## config.mk

```make
export PLATFORM = sky130hd
export DESIGN_NAME = mdio_clause22_slave
export DESIGN_NICKNAME = d
export VERILOG_FILES = /design/src/mdio22_pkg.sv /design/src/mdio_clause22_slave.sv /design/src/mdio22_core.sv
export SDC_FILE = /design/constraint.sdc
export NUM_CORES = 1
export LEC_CHECK = 0
export BUFFER_PORTS_ARGS = -buffer_cell sky130_fd_sc_hd__buf_2
export CORE_AREA = 2 2 83 85
export CTS_CLUSTER_DIAMETER = 120
export CTS_CLUSTER_SIZE = 10
export DETAILED_ROUTE_END_ITERATION = 6
export DIE_AREA = 0 0 85 87
export PLACE_DENSITY = 0.87
export SYNTH_ARGS = -nofsm -noshare
export SYNTH_HDL_FRONTEND = slang
export SYNTH_HIERARCHICAL = 1
export SYNTH_SLANG_ARGS = --single-unit
export TNS_END_PERCENT = 1
```

## constraint.sdc

```tcl
create_clock -name i_clk -period 7.3 [get_ports i_clk]
set_input_delay 0.73 -clock i_clk [delete_from_list [all_inputs] [get_ports i_clk]]
set_output_delay 0.73 -clock i_clk [all_outputs]
set_load 0.1 [all_outputs]
```

## src/mdio22_pkg.sv

```systemverilog
// Shared types and constants for the MDIO Clause 22 slave.
// Used by mdio22_core and mdio_clause22_slave.
package mdio22_pkg;

    localparam int unsigned ADDR_BITS = 5;
    localparam int unsigned DATA_BITS = 16;
    localparam int unsigned CNT_BITS  = 5;

    typedef enum logic [3:0] {
        ST_IDLE  = 4'd0,
        ST_START = 4'd1,
        ST_OP1   = 4'd2,
        ST_OP2   = 4'd3,
        ST_TA1   = 4'd4,
        ST_TA2   = 4'd5,
        ST_PHYAD = 4'd6,
        ST_REGAD = 4'd7,
        ST_READ  = 4'd8,
        ST_WRITE = 4'd9
    } t_state;

    typedef enum logic [1:0] {
        STAT_OK       = 2'd0,
        STAT_BAD_OP   = 2'd1,
        STAT_TA_ERR   = 2'd2,
        STAT_MISMATCH = 2'd3
    } t_status;

    localparam logic [0:0] CFG_PHY_ADDRESS = 1'b0;
    localparam logic [0:0] CFG_PHY_PRESENT = 1'b1;

    typedef struct packed {
        logic                 drive_enable;
        logic                 drive_bit;
        logic                 read_request;
        logic                 write_strobe;
        logic [ADDR_BITS-1:0] register_address;
        logic [DATA_BITS-1:0] write_data;
        t_status              status;
    } t_result;

endpackage

```

## src/mdio_clause22_slave.sv

```systemverilog
// Top level of the MDIO Clause 22 slave: stream handshake, configuration
// registers and result register. Depends on mdio22_pkg and mdio22_core.
// The result of an MDC edge appears in the cycle after it is accepted.
// Throughput: one edge per cycle while the result register is free or being taken.
// Reset (synchronous, active low) returns the frame engine to idle, releases
// the line and clears both configuration registers.
module mdio_clause22_slave
    import mdio22_pkg::*;
(
    input  logic        i_clk,
    input  logic        i_rst_n,
    input  logic        i_cfg_we,
    input  logic [0:0]  i_cfg_index,
    input  logic [4:0]  i_cfg_wdata,
    input  logic        s_axis_tvalid,
    output logic        s_axis_tready,
    // mdio_bit [0], read_data [16:1], zero fill [23:17]
    input  logic [23:0] s_axis_tdata,
    // clock_edge [0]
    input  logic        s_axis_tuser,
    output logic        m_axis_tvalid,
    input  logic        m_axis_tready,
    // drive_enable [0], drive_bit [1], read_request [2], write_strobe [3],
    // register_address [8:4], write_data [24:9], status [26:25], zero fill [31:27]
    output logic [31:0] m_axis_tdata
);

    logic [ADDR_BITS-1:0] r_phy_address;
    logic                 r_phy_present;
    logic                 r_out_valid;
    t_result              r_out;
    t_result              n_out;
    logic                 accept;

    assign s_axis_tready = !r_out_valid || m_axis_tready;
    assign accept        = s_axis_tvalid && s_axis_tready;

    always_ff @(posedge i_clk) begin
        if (!i_rst_n) begin
            r_phy_address <= '0;
            r_phy_present <= 1'b0;
        end else if (i_cfg_we) begin
            unique case (i_cfg_index)
                CFG_PHY_ADDRESS: r_phy_address <= i_cfg_wdata;
                CFG_PHY_PRESENT: r_phy_present <= i_cfg_wdata[0];
                default:         r_phy_present <= r_phy_present;
            endcase
        end
    end

    mdio22_core u_core (
        .i_clk         (i_clk),
        .i_rst_n       (i_rst_n),
        .i_accept      (accept),
        .i_edge        (s_axis_tuser),
        .i_bit         (s_axis_tdata[0]),
        .i_read_data   (s_axis_tdata[DATA_BITS:1]),
        .i_phy_address (r_phy_address),
        .i_phy_present (r_phy_present),
        .o_result      (n_out)
    );

    always_ff @(posedge i_clk) begin
        if (!i_rst_n) begin
            r_out_valid <= 1'b0;
        end else if (accept) begin
            r_out_valid <= 1'b1;
        end else if (m_axis_tready) begin
            r_out_valid <= 1'b0;
        end
    end

    always_ff @(posedge i_clk) begin
        if (accept) begin
            r_out <= n_out;
        end
    end

    assign m_axis_tvalid = r_out_valid;
    assign m_axis_tdata  = {5'b0, r_out.status, r_out.write_data, r_out.register_address,
                            r_out.write_strobe, r_out.read_request, r_out.drive_bit,
                            r_out.drive_enable};

endmodule

```

## src/mdio22_core.sv

```systemverilog
// Frame state machine of the MDIO Clause 22 slave: holds the frame state
// and computes the result of one MDC edge. Depends on mdio22_pkg.
module mdio22_core
    import mdio22_pkg::*;
(
    input  logic                 i_clk,
    input  logic                 i_rst_n,
    input  logic                 i_accept,
    input  logic                 i_edge,
    input  logic                 i_bit,
    input  logic [DATA_BITS-1:0] i_read_data,
    input  logic [ADDR_BITS-1:0] i_phy_address,
    input  logic                 i_phy_present,
    output t_result              o_result
);

    t_state               r_state,     n_state;
    logic [CNT_BITS-1:0]  r_cnt,       n_cnt;
    logic                 r_is_write,  n_is_write;
    logic [DATA_BITS-1:0] r_data,      n_data;
    logic [ADDR_BITS-1:0] r_phy,       n_phy;
    logic [ADDR_BITS-1:0] r_reg,       n_reg;
    logic                 r_drv,       n_drv;
    logic                 r_lvl,       n_lvl;
    logic                 rreq, wstb;
    t_status              status;
    logic                 addressed;

    assign addressed = i_phy_present && (r_phy == i_phy_address);

    always_comb begin
        n_state    = r_state;
        n_cnt      = r_cnt;
        n_is_write = r_is_write;
        n_data     = r_data;
        n_phy      = r_phy;
        n_reg      = r_reg;
        n_drv      = r_drv;
        n_lvl      = r_lvl;
        rreq       = 1'b0;
        wstb       = 1'b0;
        status     = STAT_OK;
        if (i_edge) begin
            unique case (r_state)
                ST_START: begin
                    n_state = i_bit ? ST_OP1 : ST_IDLE;
                end
                ST_OP1: begin
                    n_is_write = ~i_bit;
                    n_state    = ST_OP2;
                end
                ST_OP2: begin
                    if (i_bit == r_is_write) begin
                        n_phy   = '0;
                        n_cnt   = '0;
                        n_state = ST_PHYAD;
                    end else begin
                        status  = STAT_BAD_OP;
                        n_state = ST_IDLE;
                    end
                end
                ST_PHYAD: begin
                    n_phy = {r_phy[ADDR_BITS-2:0], i_bit};
                    n_cnt = r_cnt + 1'b1;
                    if (n_cnt >= CNT_BITS'(ADDR_BITS)) begin
                        n_cnt   = '0;
                        n_reg   = '0;
                        n_state = ST_REGAD;
                    end
                end
                ST_REGAD: begin
                    n_reg = {r_reg[ADDR_BITS-2:0], i_bit};
                    n_cnt = r_cnt + 1'b1;
                    if (n_cnt >= CNT_BITS'(ADDR_BITS)) begin
                        n_state = ST_TA1;
                    end
                end
                ST_TA1: begin
                    if (r_is_write) begin
                        if (i_bit) begin
                            n_state = ST_TA2;
                        end else begin
                            status  = STAT_TA_ERR;
                            n_state = ST_IDLE;
                        end
                    end else begin
                        n_drv   = addressed;
                        n_lvl   = 1'b0;
                        n_state = ST_TA2;
                    end
                end
                ST_TA2: begin
                    n_cnt = '0;
                    if (r_is_write) begin
                        if (!i_bit) begin
                            n_state = ST_WRITE;
                        end else begin
                            status  = STAT_TA_ERR;
                            n_state = ST_IDLE;
                        end
                    end else begin
                        if (addressed) begin
                            rreq   = 1'b1;
                            n_drv  = 1'b1;
                            n_lvl  = i_read_data[DATA_BITS-1];
                            n_data = {i_read_data[DATA_BITS-2:0], 1'b0};
                        end else begin
                            status = STAT_MISMATCH;
                            n_drv  = 1'b0;
                            n_lvl  = 1'b0;
                        end
                        n_cnt   = CNT_BITS'(1);
                        n_state = ST_READ;
                    end
                end
                ST_READ: begin
                    if (r_cnt >= CNT_BITS'(DATA_BITS)) begin
                        n_drv   = 1'b0;
                        n_lvl   = 1'b0;
                        n_state = ST_IDLE;
                    end else begin
                        if (r_drv) begin
                            n_lvl  = r_data[DATA_BITS-1];
                            n_data = {r_data[DATA_BITS-2:0], 1'b0};
                        end
                        n_cnt = r_cnt + 1'b1;
                    end
                end
                ST_WRITE: begin
                    n_data = {r_data[DATA_BITS-2:0], i_bit};
                    n_cnt  = r_cnt + 1'b1;
                    if (n_cnt >= CNT_BITS'(DATA_BITS)) begin
                        if (addressed) begin
                            wstb = 1'b1;
                        end else begin
                            status = STAT_MISMATCH;
                        end
                        n_state = ST_IDLE;
                    end
                end
                default: begin
                    n_state = i_bit ? ST_IDLE : ST_START;
                end
            endcase
        end
    end

    always_ff @(posedge i_clk) begin
        if (!i_rst_n) begin
            r_state    <= ST_IDLE;
            r_cnt      <= '0;
            r_is_write <= 1'b0;
            r_data     <= '0;
            r_phy      <= '0;
            r_reg      <= '0;
            r_drv      <= 1'b0;
            r_lvl      <= 1'b0;
        end else if (i_accept) begin
            r_state    <= n_state;
            r_cnt      <= n_cnt;
            r_is_write <= n_is_write;
            r_data     <= n_data;
            r_phy      <= n_phy;
            r_reg      <= n_reg;
            r_drv      <= n_drv;
            r_lvl      <= n_lvl;
        end
    end

    always_comb begin
        o_result.drive_enable     = n_drv;
        o_result.drive_bit        = n_lvl;
        o_result.read_request     = rreq;
        o_result.write_strobe     = wstb;
        o_result.register_address = n_reg;
        o_result.write_data       = n_data;
        o_result.status           = status;
    end

endmodule

```

==> run metrics, run 1 <==
full die area=0.00740 sq mm; RSZ-0062 raised after global routing=no; Routed WL=8580 um; Hold WS=~0.47 ns; core area=~0.0066 sq mm; Most used DFF post-synth=dfxtp_1; r2r setup slk=~4.5 ns; number of standard cells in the final layout excluding fillers=approximately 520; layout cells sized above 1=0.196; post-synthesis sequential area ratio=0.454; Hold Vio Cnt, Final=0; crit path to=u_core/r_data[4]; kind of critical path=reg2reg; clock buffer depth=2; post-synth top area cell=dfxtp_1; gr ovfl total=0; worst-path fanout max=19; crit path from=u_core/r_state[3]; area of the multi-input gates=~0.0018 sq mm; number of remaining DRC errors=0; startpoint types=register; first-pass GRT wire length=between 10000 and 15000 um; Filler cells=about 520; status=finished clean; Simple-Gate Fraction of Synth Area=0.165; final instance area=between 0.004 and 0.005 sq mm; Post-synth top cells=dfxtp_1, o21ai_0, edfxtp_1, nand2_1; largest net degree at the start of global routing=39; CTS clk-pin slew, worst paths=0.08 ns; nets=approximately 470; final setup fails=0; Gate Count Post-Synth=a little under 400; WL/cell=between 15 and 20 um; GPL Wtd Cong=0.967; Inserted Diodes=0; Syn. warnings=6; largest family of logic cells by synthesized area=compound AO/OA/AOI/OAI gates; number of flip-flops in the largest register=27; # rows=30; Fin Clk Skew=around 0.0079 ns; PD cells=around 200 mW/mm^2; post-cts sizing count=0; Synth cell types=65; synthesized cell area=roughly 0.0038 sq mm; R2R depth=5; worst endpoint required time=approximately 7.6 ns; Clock Tree Root=clkbuf_8; Hold Buf Count CTS=0; placed cells=between 500 and 600; hold path depth=2; most common cell in the netlist=dfxtp_1; Post-synth EDFFs=27; GRT Util Overall=0.232; max_cap viols=0; slew at the pin closest to its max-slew limit=~1.2 ns; Top-Level Pins=70; worst vdd ir=~0.14 mV; CTS tree=built; reg-to-reg critical path startpoint=u_core/r_state[3]; mux cell area share after synthesis=0.0189; Post-synth ARST share=0; max-slew violation count=0; post-layout min period=~2.8 ns; Power Total=832 uW; hpwl dp=about 5600 um; f_max=roughly 360 MHz; #FFs+latches synth=72; Mean Syn Cell Area=around 9.6 sq um; Area growth, synth to finish=10.5%; Synth top area share=0.239; setup TNS=0 ns; Skew-Pair Late Insertion Delay=~0.35 ns; vias per cell=6.20; worst flop-to-flop path endpoint=u_core/r_data[4]; Die Ht=around 87 um; CTS Sinks=around 70; Port Buf Inserts=57; Leak=roughly 1.7 nW; worst hold path class=reg2reg; antenna-violating nets left=0; number of global-route vias before repair=3043; post-synthesis xor/xnor area fraction=0.0186; Iter 0 DRT Violations=328; placed cell area=approximately 0.004 sq mm; initial antenna violation count=0; CP arrival=3.08 ns; Worst setup EP type=register; FF/Latch Area=0.00171 sq mm; Die Width=~85 um; TritonRoute pass-1 iters=5; post-synthesis adder-cell area fraction=0.0159; CTS HTree Levels=3; slew margin rel.=0.200; Inserted Clock Buffers=9; vias=about 3200; dominant cells by area after synthesis=dfxtp_1, edfxtp_1, a22o_1, o21ai_0, a22oi_1; Post-CTS Setup Bufs=0; Final period util=0.381; initial core utilization=0.574; Compound-Gate Fraction of Synth Area=0.253
## layout make-up
class,count,area share
inverter,24,0.0216
multi-input combinational,269,0.432
timing repair buffer,58,0.0703
sequential,72,0.411
clock inverter,7,0.0111
clock buffer,9,0.0298
tap,80,0.0240
## layer usage
metal / global-route usage / wire length (um)
met1: 0.290 / 3560
met2: 0.378 / 4200
met3: 0.0474 / 593
met4: 0.123 / 226
met5: 0 / 0
## worst max-delay path, cell delays in order, from the launching register on
cell	delay (ns)
dfxtp_1	0.70
nor3b_2	0.54
o211a_1	0.62
and3_1	0.56
a22o_1	0.22
a21o_1	0.09
## kinds of logic (layout without fill, tap and decap cells)
family,after synthesis,count (layout)
muxes,7,7
other,1,5
buffers and inverters,56,98
and+or+nand+nor,111,111
xor gates and xnor gates,8,8
adders and majority gates,5,5
DFF,72,72
AOI/OAI and AO/OA,133,133
## worst min path at each step
stage,slack [ns],startpoint,to
3_3_place_gp,0.45,r_phy_present,r_phy_present
2_1_floorplan,0.44,r_phy_present,r_phy_present
3_5_place_dp,0.46,r_phy_present,r_phy_present
5_1_grt,0.50,r_phy_present,r_phy_present
6_report,0.47,r_phy_present,r_phy_present
4_1_cts,0.47,r_phy_present,r_phy_present
## per-stage QoR
step                setup WS (ns)  utilization
finish                       4.52        0.634
global route                 4.36        0.634
CTS                          4.61        0.634
detailed placement           4.26        0.608
global placement             4.35        0.608
floorplan                    3.59            -
## power breakdown
part / switching, mW / internal, mW
clock network: 0.156 / 0.122
logic: 0.0977 / 0.0211
registers: 0.00808 / 0.426
total: 0.262 / 0.570
## cell usage in the layout, fill, tap and decap left out, types with 9 or more instances in the layout
cell type	instances
dfxtp_1	45
a22oi_1	19
a22o_1	22
o21ai_0	29
clkbuf_8	9
buf_2	57
nand2_1	26
edfxtp_1	27
a21oi_1	19
nor2_1	23
inv_1	23
a21o_1	13
Note: power is estimated with default switching activity, not from simulation.
==> run 2: changes to the inputs <==
CORE_AREA = 2 2 90 92   (was 2 2 83 85)
DIE_AREA = 0 0 92 94   (was 0 0 85 87)
PLACE_DENSITY = 0.79   (was 0.87)
clock period = 2.3 ns   (was 7.3 ns; I/O delays follow)
==> run metrics, run 2 (synthesis gave the netlist of run 1 again) <==
kind of critical path=reg2reg; layout cells sized above 1=0.248; Hold Vio Cnt, Final=0; Die Width=between 90 and 100 um; worst hold path class=in2reg; Final period util=0.930; Routed WL=8580 um; Combinational Power Share=0.139; final instance area=~0.0044 sq mm; slew margin rel.=0.540; placed cell area=about 0.0042 sq mm; Die Ht=around 94 um; CTS Sinks=a little over 70; Fin Clk Skew=roughly 0.0094 ns; Switching Fraction=0.285; status=finished clean; clock buffer depth=2; commonest non-fill, non-tap cells in the layout=buf_2, dfxtp_1, o21ai_0, edfxtp_1, nand2_1; full die area=a little under 0.009 sq mm; P_int=approximately 2.0 mW; Area growth, synth to finish=17.8%; switching pwr=a little over 800 uW; core area=around 0.0076 sq mm; worst-path fanout max=6; # rows=32; f_max=approximately 470 MHz; clock power share=0.383; hpwl dp=6120 um; Inserted Diodes=0; number of remaining DRC errors=0; worst vdd ir=approximately 0.29 mV; post-cts sizing count=0; initial antenna violation count=0; Skew-Pair Late Insertion Delay=approximately 0.35 ns; post-layout min period=~2.1 ns; WL/cell=15.2 um; Port Buf Inserts=57; CP arrival=2.39 ns; antenna-violating nets left=0; TritonRoute pass-1 iters=5; final setup fails=0; PD cells=between 600 and 700 mW/mm^2; nets=498; Worst setup EP type=register; Iter 0 DRT Violations=~250; vias per cell=roughly 5.7; max_cap viols=0; max-slew violation count=0; worst endpoint required time=approximately 2.6 ns; Inserted Clock Buffers=9; Top-Level Pins=70; vias=approximately 3200; CTS tree=built; CTS clk-pin slew, worst paths=0.08 ns; GPL Wtd Cong=about 0.95; number of global-route vias before repair=approximately 2900; Hold Buf Count CTS=0; Clock Tree Root=clkbuf_8; Final Util=0.584; initial core utilization=0.495; RSZ-0062 raised after global routing=no; number of flip-flops in the largest register=27; Hold WS=between 0.1 and 0.15 ns; Leak=about 1.8 nW; CTS HTree Levels=3; largest net degree at the start of global routing=29; gr ovfl total=0; startpoint types=register; GRT Util Overall=0.200; Post-CTS Setup Bufs=0; slew at the pin closest to its max-slew limit=roughly 0.69 ns; first-pass GRT wire length=around 14000 um; commonest non-fill, non-tap cell in the layout=buf_2; Seq pwr share=0.478
[run 2: changes by cell type in the layout (fill, tap and decap cells not counted), sizes merged]
cell	before	now
buf	58	82
clkinv	4	1
bufinv	0	2
clkbuf	9	10
[run 2: stage by stage]
| stage | setup TNS, ns | power (mW) | setup slack, ns | cells |
|---|---|---|---|---|
| after global routing | 0 | 2.96 | 0.0439 | 565 |
| final | 0 | 2.87 | 0.162 | 565 |
| after CTS | 0 | 2.89 | 0.0653 | 565 |
| after detailed placement | 0 | 1.80 | 0.0764 | 549 |
| after global placement | 0 | 1.79 | 0.137 | 549 |
| after floorplan | -0.993 | 1.72 | -0.0955 | 397 |
[run 2: final cells by class]
| cell class | instances | area [sq um] |
|---|---|---|
| clock buffer | 10 | 128 |
| clock inverter | 6 | 92.6 |
| fill | 678 | 3170 |
| inverter | 24 | 90.1 |
| multi-input combinational | 269 | 1820 |
| sequential | 72 | 1710 |
| tap | 102 | 128 |
| timing repair buffer | 82 | 473 |
[run 2: final timing paths]
check,startpoint,to,slack (ns),cells after the start
hold / removal,i_cfg_wdata[3],r_phy_address[3],0.12,3
hold reg to reg,r_phy_address[4],r_phy_address[4],0.48,2
setup reg to reg,u_core/r_cnt[0],u_core/r_state[2],0.16,6
setup / recovery,u_core/r_cnt[0],u_core/r_state[2],0.16,6
[run 2: critical path, stage by stage, from the launching register on]
cell and delay (ns):
dfxtp_1 0.35, inv_2 0.06, ha_1 0.33, o32a_4 0.35, or4b_4 0.59, and4_4 0.20
o21a_1 0.16
[run 2: layer usage]
| metal | wire [um] | share of wire | track usage | vias to the layer above |
|---|---|---|---|---|
| li1 | - | - | - | 1573 |
| met1 | 3740 | 0.44 | 0.243 | 1517 |
| met2 | 4260 | 0.50 | 0.342 | 119 |
| met3 | 418 | 0.049 | 0.0441 | 21 |
| met4 | 159 | 0.019 | 0.0858 | 0 |
| met5 | 0 | 0 | 0 | - |
[run 2: power by group through the flow]
stage | Combinational (mW) | Sequential, mW | Clock [mW]
after global placement | 0.394 | 1.40 | 0
final | 0.399 | 1.37 | 1.10
after detailed placement | 0.396 | 1.40 | 0
after global routing | 0.418 | 1.37 | 1.16
after CTS | 0.398 | 1.37 | 1.12
after floorplan | 0.153 | 1.56 | 0
==> run 3: changes to the inputs <==
--- a/constraint.sdc
+++ b/constraint.sdc
@@ -3,2 +3,2 @@
 set_output_delay 0.23 -clock i_clk [all_outputs]
-set_load 0.1 [all_outputs]
+set_load 0.005 [all_outputs]
==> run metrics, run 3 (synthesis gave the netlist of run 1 again) <==
max-slew violation count=0; crit path from=u_core/r_cnt[1]; reg-to-reg critical path startpoint=u_core/r_cnt[1]; PD cells=between 500 and 600 mW/mm^2; Place WS=just over 0.08 ns; nets=~500; hold_sp=i_cfg_wdata[4]; initial core utilization=0.495; worst endpoint required time=2.55 ns; kind of critical path=reg2reg; CTS tree=built; core area=between 0.007 and 0.008 sq mm; startpoint types=register; commonest non-fill, non-tap cell in the layout=buf_2; R2R depth=6; Routed WL=around 8500 um; P_int=1.95 mW; Fin Clk Skew=between 0.01 and 0.015 ns; number of standard cells in the final layout excluding fillers=~570; CTS HTree Levels=3; CTS Sinks=between 70 and 80; number of global-route vias before repair=approximately 3000; Setup WS post-layout=~0.17 ns; commonest non-fill, non-tap cells in the layout=buf_2, dfxtp_1, o21ai_0, edfxtp_1, nand2_1; status=finished clean; Top-Level Pins=70; Crit path largest cell delay=slightly below 0.6 ns; Inserted Diodes=0; Die Ht=94 um; full die area=slightly below 0.009 sq mm; critical path, cell by cell=inv_1 -> ha_1 -> o32a_4 -> or4b_4 -> and4_4 -> o21a_1; vias per cell=~5.7; first-pass GRT wire length=between 10000 and 15000 um; number of remaining DRC errors=0; Worst setup EP type=register; post-layout min period=roughly 2.1 ns; routed metal-1 wirelength=roughly 3800 um; Leak=between 1.5 and 2 nW; Die Width=92 um; layout cells sized above 1=0.246; setup TNS=0 ns; Power Total=~2.6 mW; Hold Vio Cnt, Final=0; switching pwr=~640 uW; antenna-violating nets left=0; worst-path fanout max=6; clock power share=0.394; placed cells=549; CP max stage cell=or4b_4; Clock Tree Root=clkbuf_8; hpwl dp=approximately 6000 um; slew margin rel.=0.586; slew at the pin closest to its max-slew limit=around 0.62 ns; RSZ-0062 raised after global routing=no; gr ovfl total=0; Top Metal Used=met4; Switching Fraction=0.248; # rows=32; worst hold path class=in2reg; WL/cell=about 15 um; Post-CTS Setup Bufs=0; Inserted Clock Buffers=9; GPL Wtd Cong=around 0.91; worst vdd ir=0.252 mV; Area growth, synth to finish=17.6%; Combinational Power Share=0.076; largest net degree at the start of global routing=29; CTS clk-pin slew, worst paths=around 0.08 ns; Seq pwr share=0.529; TritonRoute pass-1 iters=5; CP arrival=2.39 ns; final setup fails=0; Port Buf Inserts=57; Iter 0 DRT Violations=about 280; hold path depth=3; Met2 Wirelength=slightly above 4000 um; Skew-Pair Late Insertion Delay=~0.35 ns; max_cap viols=0; Hold Buf Count CTS=0; clock buffer depth=2; vias=roughly 3200; Met3 Wirelength=approximately 470 um; Final period util=0.928; initial antenna violation count=0; GRT Util Overall=0.201; number of flip-flops in the largest register=27; f_max=~470 MHz
==> run 3: path summary, 6_finish.rpt <==
| path | to | slack (ns) |
|---|---|---|
| setup / recovery | u_core/r_state[2] | 0.17 |
| hold / removal | r_phy_address[4] | 0.13 |
| setup reg to reg | u_core/r_state[2] | 0.17 |
| hold reg to reg | r_phy_address[2] | 0.47 |
==> run 3: stage by stage <==
stage | hold slack (ns) | instance area, sq um | utilization
CTS | 0.113 | 4420 | 0.581
global route | 0.129 | 4430 | 0.583
floorplan | 0.369 | 3780 | -
global placement | 0.456 | 4210 | 0.554
detailed placement | 0.465 | 4210 | 0.554
finish | 0.125 | 4430 | 0.583
==> run 3: repair_timing <==
item,CTS,global route
gates resized for setup,0,3
hold endpoints to repair,0,0
setup endpoints to repair,0,19
==> run 3: layout make-up <==
cell class	instances	area, sq um
clock buffer	9	124
clock inverter	7	80.1
fill	642	3180
inverter	24	90.1
multi-input combinational	269	1810
sequential	72	1710
tap	102	128
timing repair buffer	82	485
==> run 3: power groups by stage <==
stage                     Sequential [mW]  Combinational, mW  Clock, mW
after global placement               1.40              0.190          0
after detailed placement             1.40              0.194          0
after floorplan                      1.40              0.111          0
after CTS                            1.37              0.195       1.04
final                                1.37              0.198       1.02
after global routing                 1.38              0.217       1.09
==> run 3: per-layer routing <==
metal / vias to the layer above / GRT usage
li1: 1568 / -
met5: - / 0
met3: 14 / 0.0393
met2: 127 / 0.322
met4: 0 / 0.111
met1: 1494 / 0.256
==> run 3: critical path: cells and delay by family (launching register included) <==
kind                       cells  cell delay, ns
AOI/OAI and AO/OA              2            0.50
adders and majority gates      1            0.31
buffers and inverters          1            0.06
DFF                            1            0.38
and+or+nand+nor                2            0.79
